--- config.mk ---
export PLATFORM = sky130hd
export DESIGN_NAME = multichannel_sliding_median
export DESIGN_NICKNAME = d
export VERILOG_FILES = /design/src/sv/msm_pkg.sv /design/src/sv/multichannel_sliding_median.sv /design/src/sv/msm_ctrl.sv /design/src/sv/msm_datapath.sv
export VERILOG_INCLUDE_DIRS = /design/src /design/src/sv
export SDC_FILE = /design/constraint.sdc
export NUM_CORES = 1
export LEC_CHECK = 0
export ABC_CLOCK_PERIOD_IN_PS = 6300
export BUFFER_PORTS_ARGS = -buffer_cell sky130_fd_sc_hd__buf_2
export CORE_MARGIN = 4
export CORE_UTILIZATION = 50
export CTS_BUF_LIST = sky130_fd_sc_hd__clkbuf_4 sky130_fd_sc_hd__clkbuf_8 sky130_fd_sc_hd__clkbuf_16
export CTS_CLUSTER_DIAMETER = 120
export DETAILED_ROUTE_END_ITERATION = 12
export PLACE_DENSITY_LB_ADDON = 0.1
export SLEW_MARGIN = 20
export SYNTH_ARGS = -nofsm -noshare
export SYNTH_HDL_FRONTEND = slang
export SYNTH_HIERARCHICAL = 1
export SYNTH_SLANG_ARGS = --single-unit
export TNS_END_PERCENT = 1
--- constraint.sdc ---
create_clock -name clk_i -period 6.3 [get_ports clk_i]
set_input_delay 0 -clock clk_i [delete_from_list [all_inputs] [get_ports clk_i]]
set_output_delay 0 -clock clk_i [all_outputs]
set_load 0.005 [all_outputs]
--- src/sv/assert_macros.svh ---
// ----------------------------------------------------------------------------
// Assertion macros
// Concurrent assertion wrappers shared by the RTL; empty when SYNTH is set.
// ----------------------------------------------------------------------------
`ifndef ASSERT_MACROS_SVH
`define ASSERT_MACROS_SVH

`ifndef SYNTH

`define ASSERT_ALWAYS(label, clk, rst_n, cond) \
  label: assert property (@(posedge clk) disable iff (!rst_n) (cond)) \
    else $error("assertion failed");

`define ASSERT_IMPLY(label, clk, rst_n, pre, post) \
  label: assert property (@(posedge clk) disable iff (!rst_n) (pre) |-> (post)) \
    else $error("assertion failed");

`define ASSERT_NEXT(label, clk, rst_n, pre, post) \
  label: assert property (@(posedge clk) disable iff (!rst_n) (pre) |=> (post)) \
    else $error("assertion failed");

`else

`define ASSERT_ALWAYS(label, clk, rst_n, cond)

`define ASSERT_IMPLY(label, clk, rst_n, pre, post)

`define ASSERT_NEXT(label, clk, rst_n, pre, post)

`endif

`endif

--- src/sv/msm_pkg.sv ---
// ----------------------------------------------------------------------------
// Sliding median package
// Field widths, stream packing, controller states and command/status types.
// ----------------------------------------------------------------------------
package msm_pkg;

  localparam int SAMPLE_W    = 24;
  localparam int LEAD_W      = 2;
  localparam int IN_TDATA_W  = 32;
  localparam int OUT_TDATA_W = 32;
  localparam int TDATA_PAD_W = IN_TDATA_W - SAMPLE_W - LEAD_W;

  typedef logic signed [SAMPLE_W-1:0] sample_t;
  typedef logic [LEAD_W-1:0]          lead_t;

  typedef enum logic [1:0] {
    ST_IDLE,
    ST_SORT,
    ST_EMIT
  } state_e;

  typedef struct packed {
    logic load;
    logic insert;
    logic emit;
  } dp_cmd_t;

  typedef struct packed {
    logic last_step;
    logic out_busy;
  } dp_sts_t;

endpackage

--- src/sv/multichannel_sliding_median.sv ---
// ----------------------------------------------------------------------------
// Multichannel sliding median
// Per-lead median over the new sample and the last WINDOW_SPAN samples.
// ----------------------------------------------------------------------------
// channel  | direction | tdata (low bit first)        | tuser
// s_axis   | in        | sample[23:0], lead[25:24]    | clear_history
// m_axis   | out       | median[23:0], lead_out[25:24]| -
//
// Each transaction makes one history memory read per history slot, each
// read fed into the insertion sorter after the new sample.
// Reset clears the per-lead ring pointers and full flags; there is no memory sweep.
// A stalled result holds in the output register while the next transaction
// is accepted and sorted; its result then holds in the sorter, with the
// controller waiting and the input stalled, until that register is free to take it.
module multichannel_sliding_median #(
  parameter int WINDOW_SPAN = 6,
  parameter int LEADS       = 3
) (
  input  logic                               clk_i,
  input  logic                               rst_ni,
  input  logic                               s_axis_tvalid,
  output logic                               s_axis_tready,
  // sample[23:0], lead[25:24], zero pad
  input  logic [msm_pkg::IN_TDATA_W-1:0]     s_axis_tdata,
  // clear_history[0]
  input  logic                               s_axis_tuser,
  output logic                               m_axis_tvalid,
  input  logic                               m_axis_tready,
  // median[23:0], lead_out[25:24], zero pad
  output logic [msm_pkg::OUT_TDATA_W-1:0]    m_axis_tdata
);
  import msm_pkg::*;

  `include "assert_macros.svh"

  dp_cmd_t cmd;
  dp_sts_t sts;
  sample_t median;
  lead_t   lead_out;

  msm_ctrl u_ctrl (
    .clk_i      (clk_i),
    .rst_ni     (rst_ni),
    .in_valid_i (s_axis_tvalid),
    .in_ready_o (s_axis_tready),
    .sts_i      (sts),
    .cmd_o      (cmd)
  );

  msm_datapath #(
    .WINDOW_SPAN (WINDOW_SPAN),
    .LEADS       (LEADS)
  ) u_datapath (
    .clk_i       (clk_i),
    .rst_ni      (rst_ni),
    .cmd_i       (cmd),
    .sts_o       (sts),
    .sample_i    (s_axis_tdata[SAMPLE_W-1:0]),
    .lead_i      (s_axis_tdata[SAMPLE_W+LEAD_W-1:SAMPLE_W]),
    .clear_i     (s_axis_tuser),
    .out_valid_o (m_axis_tvalid),
    .out_ready_i (m_axis_tready),
    .median_o    (median),
    .lead_o      (lead_out)
  );

  assign m_axis_tdata = {{TDATA_PAD_W{1'b0}}, lead_out, median};

  `ASSERT_NEXT(a_one_in_flight, clk_i, rst_ni, s_axis_tvalid && s_axis_tready, !s_axis_tready)
  `ASSERT_IMPLY(a_emit_into_free, clk_i, rst_ni, cmd.emit, !(m_axis_tvalid && !m_axis_tready))
  `ASSERT_IMPLY(a_valid_from_emit, clk_i, rst_ni, $rose(m_axis_tvalid), $past(cmd.emit))
  `ASSERT_ALWAYS(a_cmd_exclusive, clk_i, rst_ni, !(cmd.load && cmd.insert))

endmodule

--- src/sv/msm_ctrl.sv ---
// ----------------------------------------------------------------------------
// Sliding median controller
// Sequences accept, window sort and result hand-off for one transaction.
// ----------------------------------------------------------------------------
module msm_ctrl (
  input  logic            clk_i,
  input  logic            rst_ni,
  input  logic            in_valid_i,
  output logic            in_ready_o,
  input  msm_pkg::dp_sts_t sts_i,
  output msm_pkg::dp_cmd_t cmd_o
);
  import msm_pkg::*;

  state_e state_q, state_d;

  always_ff @(posedge clk_i or negedge rst_ni) begin
    if (!rst_ni) begin
      state_q <= ST_IDLE;
    end else begin
      state_q <= state_d;
    end
  end

  always_comb begin
    state_d = state_q;
    unique case (state_q)
      ST_IDLE: begin
        if (in_valid_i) begin
          state_d = ST_SORT;
        end
      end
      ST_SORT: begin
        if (sts_i.last_step) begin
          state_d = ST_EMIT;
        end
      end
      ST_EMIT: begin
        if (!sts_i.out_busy) begin
          state_d = ST_IDLE;
        end
      end
      default: state_d = ST_IDLE;
    endcase
  end

  always_comb begin
    cmd_o      = '0;
    in_ready_o = 1'b0;
    unique case (state_q)
      ST_IDLE: begin
        in_ready_o = 1'b1;
        cmd_o.load = in_valid_i;
      end
      ST_SORT: begin
        cmd_o.insert = 1'b1;
      end
      ST_EMIT: begin
        cmd_o.emit = !sts_i.out_busy;
      end
      default: begin
        cmd_o = '0;
      end
    endcase
  end

endmodule

--- src/sv/msm_datapath.sv ---
// ----------------------------------------------------------------------------
// Sliding median datapath
// Per-lead history memory, insertion sorter and registered result stage.
// ----------------------------------------------------------------------------
module msm_datapath #(
  parameter int WINDOW_SPAN = 6,
  parameter int LEADS       = 3
) (
  input  logic             clk_i,
  input  logic             rst_ni,
  input  msm_pkg::dp_cmd_t cmd_i,
  output msm_pkg::dp_sts_t sts_o,
  input  msm_pkg::sample_t sample_i,
  input  msm_pkg::lead_t   lead_i,
  input  logic             clear_i,
  output logic             out_valid_o,
  input  logic             out_ready_i,
  output msm_pkg::sample_t median_o,
  output msm_pkg::lead_t   lead_o
);
  import msm_pkg::*;

  localparam int NLEADS = (LEADS < (1 << LEAD_W)) ? LEADS : (1 << LEAD_W);
  localparam int LIDX_W = (NLEADS > 1) ? $clog2(NLEADS) : 1;
  localparam int SLOT_W = $clog2(WINDOW_SPAN);
  localparam int ADDR_W = LIDX_W + SLOT_W;
  localparam int STEP_W = $clog2(WINDOW_SPAN + 1);
  localparam int MID    = WINDOW_SPAN / 2;
  localparam int NPTR   = 1 << LIDX_W;

  localparam logic [LEAD_W:0]   LEAD_LIM  = (LEAD_W + 1)'(NLEADS);
  localparam logic [STEP_W-1:0] LAST_STEP = STEP_W'(WINDOW_SPAN);
  localparam logic [SLOT_W-1:0] LAST_SLOT = SLOT_W'(WINDOW_SPAN - 1);

  sample_t                  sample_q;
  lead_t                    lead_q;
  logic                     lead_ok_q;
  logic [STEP_W-1:0]        step_q;
  sample_t                  sort_q [0:WINDOW_SPAN];
  sample_t                  sort_d [0:WINDOW_SPAN];
  logic [WINDOW_SPAN:0]     sort_vld_q;
  logic [WINDOW_SPAN:0]     gt;
  sample_t                  rd_data_q;
  logic                     rd_vld_q;
  logic [SLOT_W-1:0]        wptr_q [0:NPTR-1];
  logic [NPTR-1:0]          full_q;
  sample_t                  mem [0:(1 << ADDR_W)-1];
  logic                     out_valid_q;
  sample_t                  median_q;
  lead_t                    lead_out_q;

  logic [LIDX_W-1:0]        lidx;
  logic [SLOT_W-1:0]        rd_slot;
  logic                     last_step;
  logic                     rd_en;
  logic                     commit;
  sample_t                  key;

  assign lidx      = lead_q[LIDX_W-1:0];
  assign rd_slot   = step_q[SLOT_W-1:0];
  assign last_step = (step_q == LAST_STEP);
  assign rd_en     = cmd_i.insert && !last_step;
  assign commit    = cmd_i.insert && last_step && lead_ok_q;

  assign key = (step_q == '0) ? sample_q : (rd_vld_q ? rd_data_q : '0);

  always_ff @(posedge clk_i) begin
    if (cmd_i.load) begin
      sample_q <= sample_i;
      lead_q   <= lead_i;
    end
  end

  always_ff @(posedge clk_i or negedge rst_ni) begin
    if (!rst_ni) begin
      lead_ok_q  <= 1'b0;
      step_q     <= '0;
      sort_vld_q <= '0;
    end else if (cmd_i.load) begin
      lead_ok_q  <= ({1'b0, lead_i} < LEAD_LIM);
      step_q     <= '0;
      sort_vld_q <= '0;
    end else if (cmd_i.insert) begin
      sort_vld_q <= {sort_vld_q[WINDOW_SPAN-1:0], 1'b1};
      if (!last_step) begin
        step_q <= step_q + 1'b1;
      end
    end
  end

  // per-lead ring pointers; a slot below the pointer or in a full ring holds data
  always_ff @(posedge clk_i or negedge rst_ni) begin
    if (!rst_ni) begin
      for (int i = 0; i < NPTR; i++) begin
        wptr_q[i] <= '0;
      end
      full_q <= '0;
    end else if (cmd_i.load && clear_i) begin
      for (int i = 0; i < NPTR; i++) begin
        wptr_q[i] <= '0;
      end
      full_q <= '0;
    end else if (commit) begin
      if (wptr_q[lidx] == LAST_SLOT) begin
        wptr_q[lidx] <= '0;
        full_q[lidx] <= 1'b1;
      end else begin
        wptr_q[lidx] <= wptr_q[lidx] + 1'b1;
      end
    end
  end

  always_ff @(posedge clk_i) begin
    if (commit) begin
      mem[{lidx, wptr_q[lidx]}] <= sample_q;
    end
    if (rd_en) begin
      rd_data_q <= mem[{lidx, rd_slot}];
      rd_vld_q  <= lead_ok_q && (full_q[lidx] || (rd_slot < wptr_q[lidx]));
    end
  end

  // insert key into ascending list, empty places count as above everything
  always_comb begin
    for (int p = 0; p <= WINDOW_SPAN; p++) begin
      gt[p] = !sort_vld_q[p] || (sort_q[p] > key);
    end
    sort_d[0] = gt[0] ? key : sort_q[0];
    for (int p = 1; p <= WINDOW_SPAN; p++) begin
      if (gt[p-1]) begin
        sort_d[p] = sort_q[p-1];
      end else if (gt[p]) begin
        sort_d[p] = key;
      end else begin
        sort_d[p] = sort_q[p];
      end
    end
  end

  always_ff @(posedge clk_i) begin
    if (cmd_i.insert) begin
      for (int p = 0; p <= WINDOW_SPAN; p++) begin
        sort_q[p] <= sort_d[p];
      end
    end
  end

  always_ff @(posedge clk_i or negedge rst_ni) begin
    if (!rst_ni) begin
      out_valid_q <= 1'b0;
    end else if (cmd_i.emit) begin
      out_valid_q <= 1'b1;
    end else if (out_ready_i) begin
      out_valid_q <= 1'b0;
    end
  end

  always_ff @(posedge clk_i) begin
    if (cmd_i.emit) begin
      median_q   <= lead_ok_q ? sort_q[MID] : '0;
      lead_out_q <= lead_q;
    end
  end

  assign sts_o.last_step = last_step;
  assign sts_o.out_busy  = out_valid_q && !out_ready_i;

  assign out_valid_o = out_valid_q;
  assign median_o    = median_q;
  assign lead_o      = lead_out_q;

endmodule
==> qor.csv <==
stage;metric;value;unit
sta;Slew @ Worst Pin;1.163;ns
grt;vias in the first global route;20169;
floorplan;row count;102;
sta;Final Max Slew Viols;0;
worst_setup_path;CP top delay family;simple AND/OR/NAND/NOR gates;
layout;Final nets;2255;
sta;Final Critical Period;5.319;ns
layout;layout cells sized above 1;30.58;%
route;DRT iter0 DRCs;1953;
grt;pin count of the biggest net entering global routing;105;
worst_setup_path;R2R depth;16;
layout;Layout Utilization;58.30;%
layout;Antenna Cells;0;
sta;setup_tns;0;ns
synth;Post-synth EDFFs;941;
grt;initial antenna violation count;1;
worst_setup_path;Worst path slowest cell;o211a_1;
job;Max-Cap Viols;0;
layout;fill count;5660;
route;total iterations of the first detailed-routing run;5;
sta;worst hold slack;0.04354;ns
worst_setup_path;WP data required;6.69;ns
layout;FF/Latch Area;28940;sq um
place;routability cong.;0.8073;
grt;GRT Total Usage;22.93;%
sta;Final Hold Viols;0;
synth;FFs w/ async S/R, synth;2.789;%
sta;RSZ-0062 raised after global routing;false;
worst_setup_path;Crit path largest cell delay;0.57;ns
worst_setup_path;Critical path buffers and inverters;4;
min_path;Hold Path Class;input port to register;
route;final antenna-violating net count;0;
cts;CTS tree;done;
worst_setup_path;Arr. time, crit path;5.71;ns
synth;post-synthesis sequential area ratio;73.28;%
route;DRC violations left;0;
synth;Syn Inst Count;1938;
worst_setup_path;Setup crit end kind;register;
power_and_ir_drop;maximum VDD drop;0.3416;mV
floorplan;initial core utilization;50.72;%
sta;Fmax;188.0;MHz
floorplan;core outline area;77850;sq um
cts;Num CTS Buffers;100;
worst_setup_path;Crit path depth;16;
power_and_ir_drop;pwr/cell area;479.2;nW/um^2
sta;clk_skew;0.03050;ns
layout;area of the multi-input gates;10290;sq um
min_path;Hold Path Stages;2;
sta;Max-slew headroom;22.43;%
route;Routed WL per cell;28.97;microns
cts;Post-CTS Setup Inserts;0;
sta;period utilization;84.43;%
synth;Main synth FF type;edfxtp_1;
route;drt total wl;93.97;mm
place;post-DP HPWL;54.43;mm
cts;H-tree lvl count;3;
layout;area delta synth->final;14.95;%
power_and_ir_drop;leakage;15.16;nW
worst_setup_path;crit path max fanout;18;
floorplan;die height;289.0;microns
cts;root buffer selected by CTS;clkbuf_16;
sta;final setup vio count;0;
grt;first-pass GRT wire length;137.9;mm
cts;clk slew on worst S/H paths;0.06;ns
route;Via-to-Cell Ratio;6.039;
worst_setup_path;CP Cell Sequence;inv_1, ha_1, nor2b_2, buf_4, nand2_1, nand2_1, inv_1, ha_1, nand4_1, or2_2, or4_1, o21ai_0, mux2_2, o211a_1, buf_4, mux2_2;
worst_setup_path;crit path launch type;register;
route;Via Count;19590;
synth;Syn Area/Cell;20.37;sq um
cts;Clock Sinks;968;
synth;Synth cell types;57;
synth;Post-Syn Area;39480;sq um
place;# port buffers;58;
cts;worst-skew pair later-pin latency;0.66;ns
floorplan;Die ar.;83530;sq um
synth;Synth Register Bits;968;
grt;grt total ovfl;0;
floorplan;Ports;71;
floorplan;Die Span X;289.0;microns
worst_setup_path;Setup CP Type;register to register;
run_status;status;complete, no violations;
cts;Clock Path Buffers;3;
synth;synthesis warning total;6;
-- where the power goes --
group,internal (mW),switching [mW],total [mW]
Sequential,8.26,0.442,8.70
Combinational,3.27,3.81,7.08
Clock,3.53,2.44,5.97
-- logic make-up (layout without fill, tap and decap cells) --
family	Yosys count	in the layout	share of synthesized area (%)
other	1	6	0.009498
buffers and inverters	130	391	1.382
and+or+nand+nor	270	270	3.270
AOI/OAI and AO/OA	114	114	1.882
DFF	968	968	73.28
adders and majority gates	99	99	3.125
xor gates and xnor gates	7	7	0.1553
muxes	349	349	16.90
-- metrics by stage --
step           instances  cell area [sq um]  worst slack, ns  total power [mW]
4_1_cts             3238              45280           0.9658             21.93
3_5_place_dp        3021              41580            1.017             15.90
6_report            3244              45390           0.9807             21.75
5_1_grt             3244              45390           0.7229             22.90
2_1_floorplan       1943              39500           0.2525             13.85
3_3_place_gp        3017              41490            1.089             15.77
-- cell usage in the layout (no fill, tap or decap), types with 5 or more instances in the layout --
master and count:
edfxtp_1 941, o21ai_0 13, a21oi_1 42, a21o_1 23
clkbuf_4 20, clkbuf_16 102, nand2_1 80, conb_1 6
ha_1 97, a211o_1 5, clkinv_1 21, buf_2 58
and2_1 30, clkinv_2 21, nand2b_1 5, nand4_1 16
xnor2_1 5, o211ai_1 5, mux2i_1 8, dlygate4sd3_1 31
mux2_2 79, mux4_2 244, inv_1 39, nor2_4 28
nand3_1 27, mux2_1 17, buf_4 64, nor2_1 40
dfrtp_1 24, bufinv_16 11, buf_12 6, nor3_1 9
nor2b_1 12
-- final timing paths --
kind	start	end	slack (ns)
worst max register to register	u_datapath/rd_slot[1]$_DFFE_PN0P_	u_datapath/sort_q[3][17]$_DFFE_PP_	0.98
max in group asynchronous	rst_ni	u_datapath/rd_slot[1]$_DFFE_PN0P_	5.72
worst min-delay path	s_axis_tdata[0]	u_datapath/sample_q[0]$_DFFE_PP_	0.04
worst max-delay path	u_datapath/rd_slot[1]$_DFFE_PN0P_	u_datapath/sort_q[3][17]$_DFFE_PP_	0.98
worst min register to register	u_datapath/full_q[1]$_DFFE_PN0P_	u_datapath/full_q[1]$_DFFE_PN0P_	0.50
min in group asynchronous	rst_ni	u_datapath/out_valid_o$_DFFE_PN0P_	0.37
-- metal layers --
layer  part of all wire (%)  global-route usage (%)  up-vias
met1                     43                   33.76    10490
met4                    2.1                   5.237        0
met5                      0                       0        -
li1                       -                       -     8307
met2                     48                   36.89      668
met3                    6.2                   3.509      125
-- final cells by class --
cell class | count | share of cell area, %
inverter | 40 | 0.3308
clock buffer | 124 | 6.015
tap | 1040 | 2.867
sequential | 968 | 63.77
multi-input combinational | 845 | 22.66
clock inverter | 61 | 1.406
timing repair buffer | 166 | 2.952
-- synthesized netlist by cell type, drive strengths merged (4+ instances only) --
| cell | n | area (sq um) |
|---|---|---|
| edfxtp | 941 | 28260 |
| mux4 | 244 | 5495 |
| ha | 97 | 1214 |
| mux2 | 97 | 1096 |
| nand2 | 80 | 300.3 |
| nor2 | 70 | 265.3 |
| clkbuf | 56 | 210.2 |
| a21oi | 43 | 215.2 |
| inv | 40 | 150.1 |
| buf | 34 | 185.2 |
| and2 | 31 | 193.9 |
| dfrtp | 27 | 675.7 |
| nand3 | 27 | 135.1 |
| a21o | 23 | 172.7 |
| nand4 | 16 | 100.1 |
| nor2b | 15 | 101.3 |
| nor3 | 13 | 65.06 |
| o21ai | 13 | 65.06 |
| mux2i | 8 | 80.08 |
| nand2b | 6 | 45.04 |
| a211o | 5 | 43.79 |
| o211ai | 5 | 37.54 |
| xnor2 | 5 | 43.79 |
| a211oi | 4 | 30.03 |
-- registers in the layout, indices dropped and copies added, names as in the netlist --
signal                  count
u_datapath/sample_q        24
u_datapath/lead_q           2
u_datapath/lead_ok_q        1
u_datapath/sort_q          96
u_datapath/sort_vld_q       4
u_datapath/rd_vld_q         1
u_datapath/rd_data_q       24
u_datapath/median_o        24
u_datapath/lead_o           2
u_datapath/full_q           4
u_ctrl/state_q              2
u_datapath/wptr_q          12
u_datapath/out_valid_o      1
u_datapath/rd_slot          3
u_datapath/mem            768
-- timing repair --
item | CTS | global route
endpoints found under the hold margin | 70 | 0
resized for setup | 0 | 0
hold buffers | 32 | 0
Power figures use the tool's default switching activity.
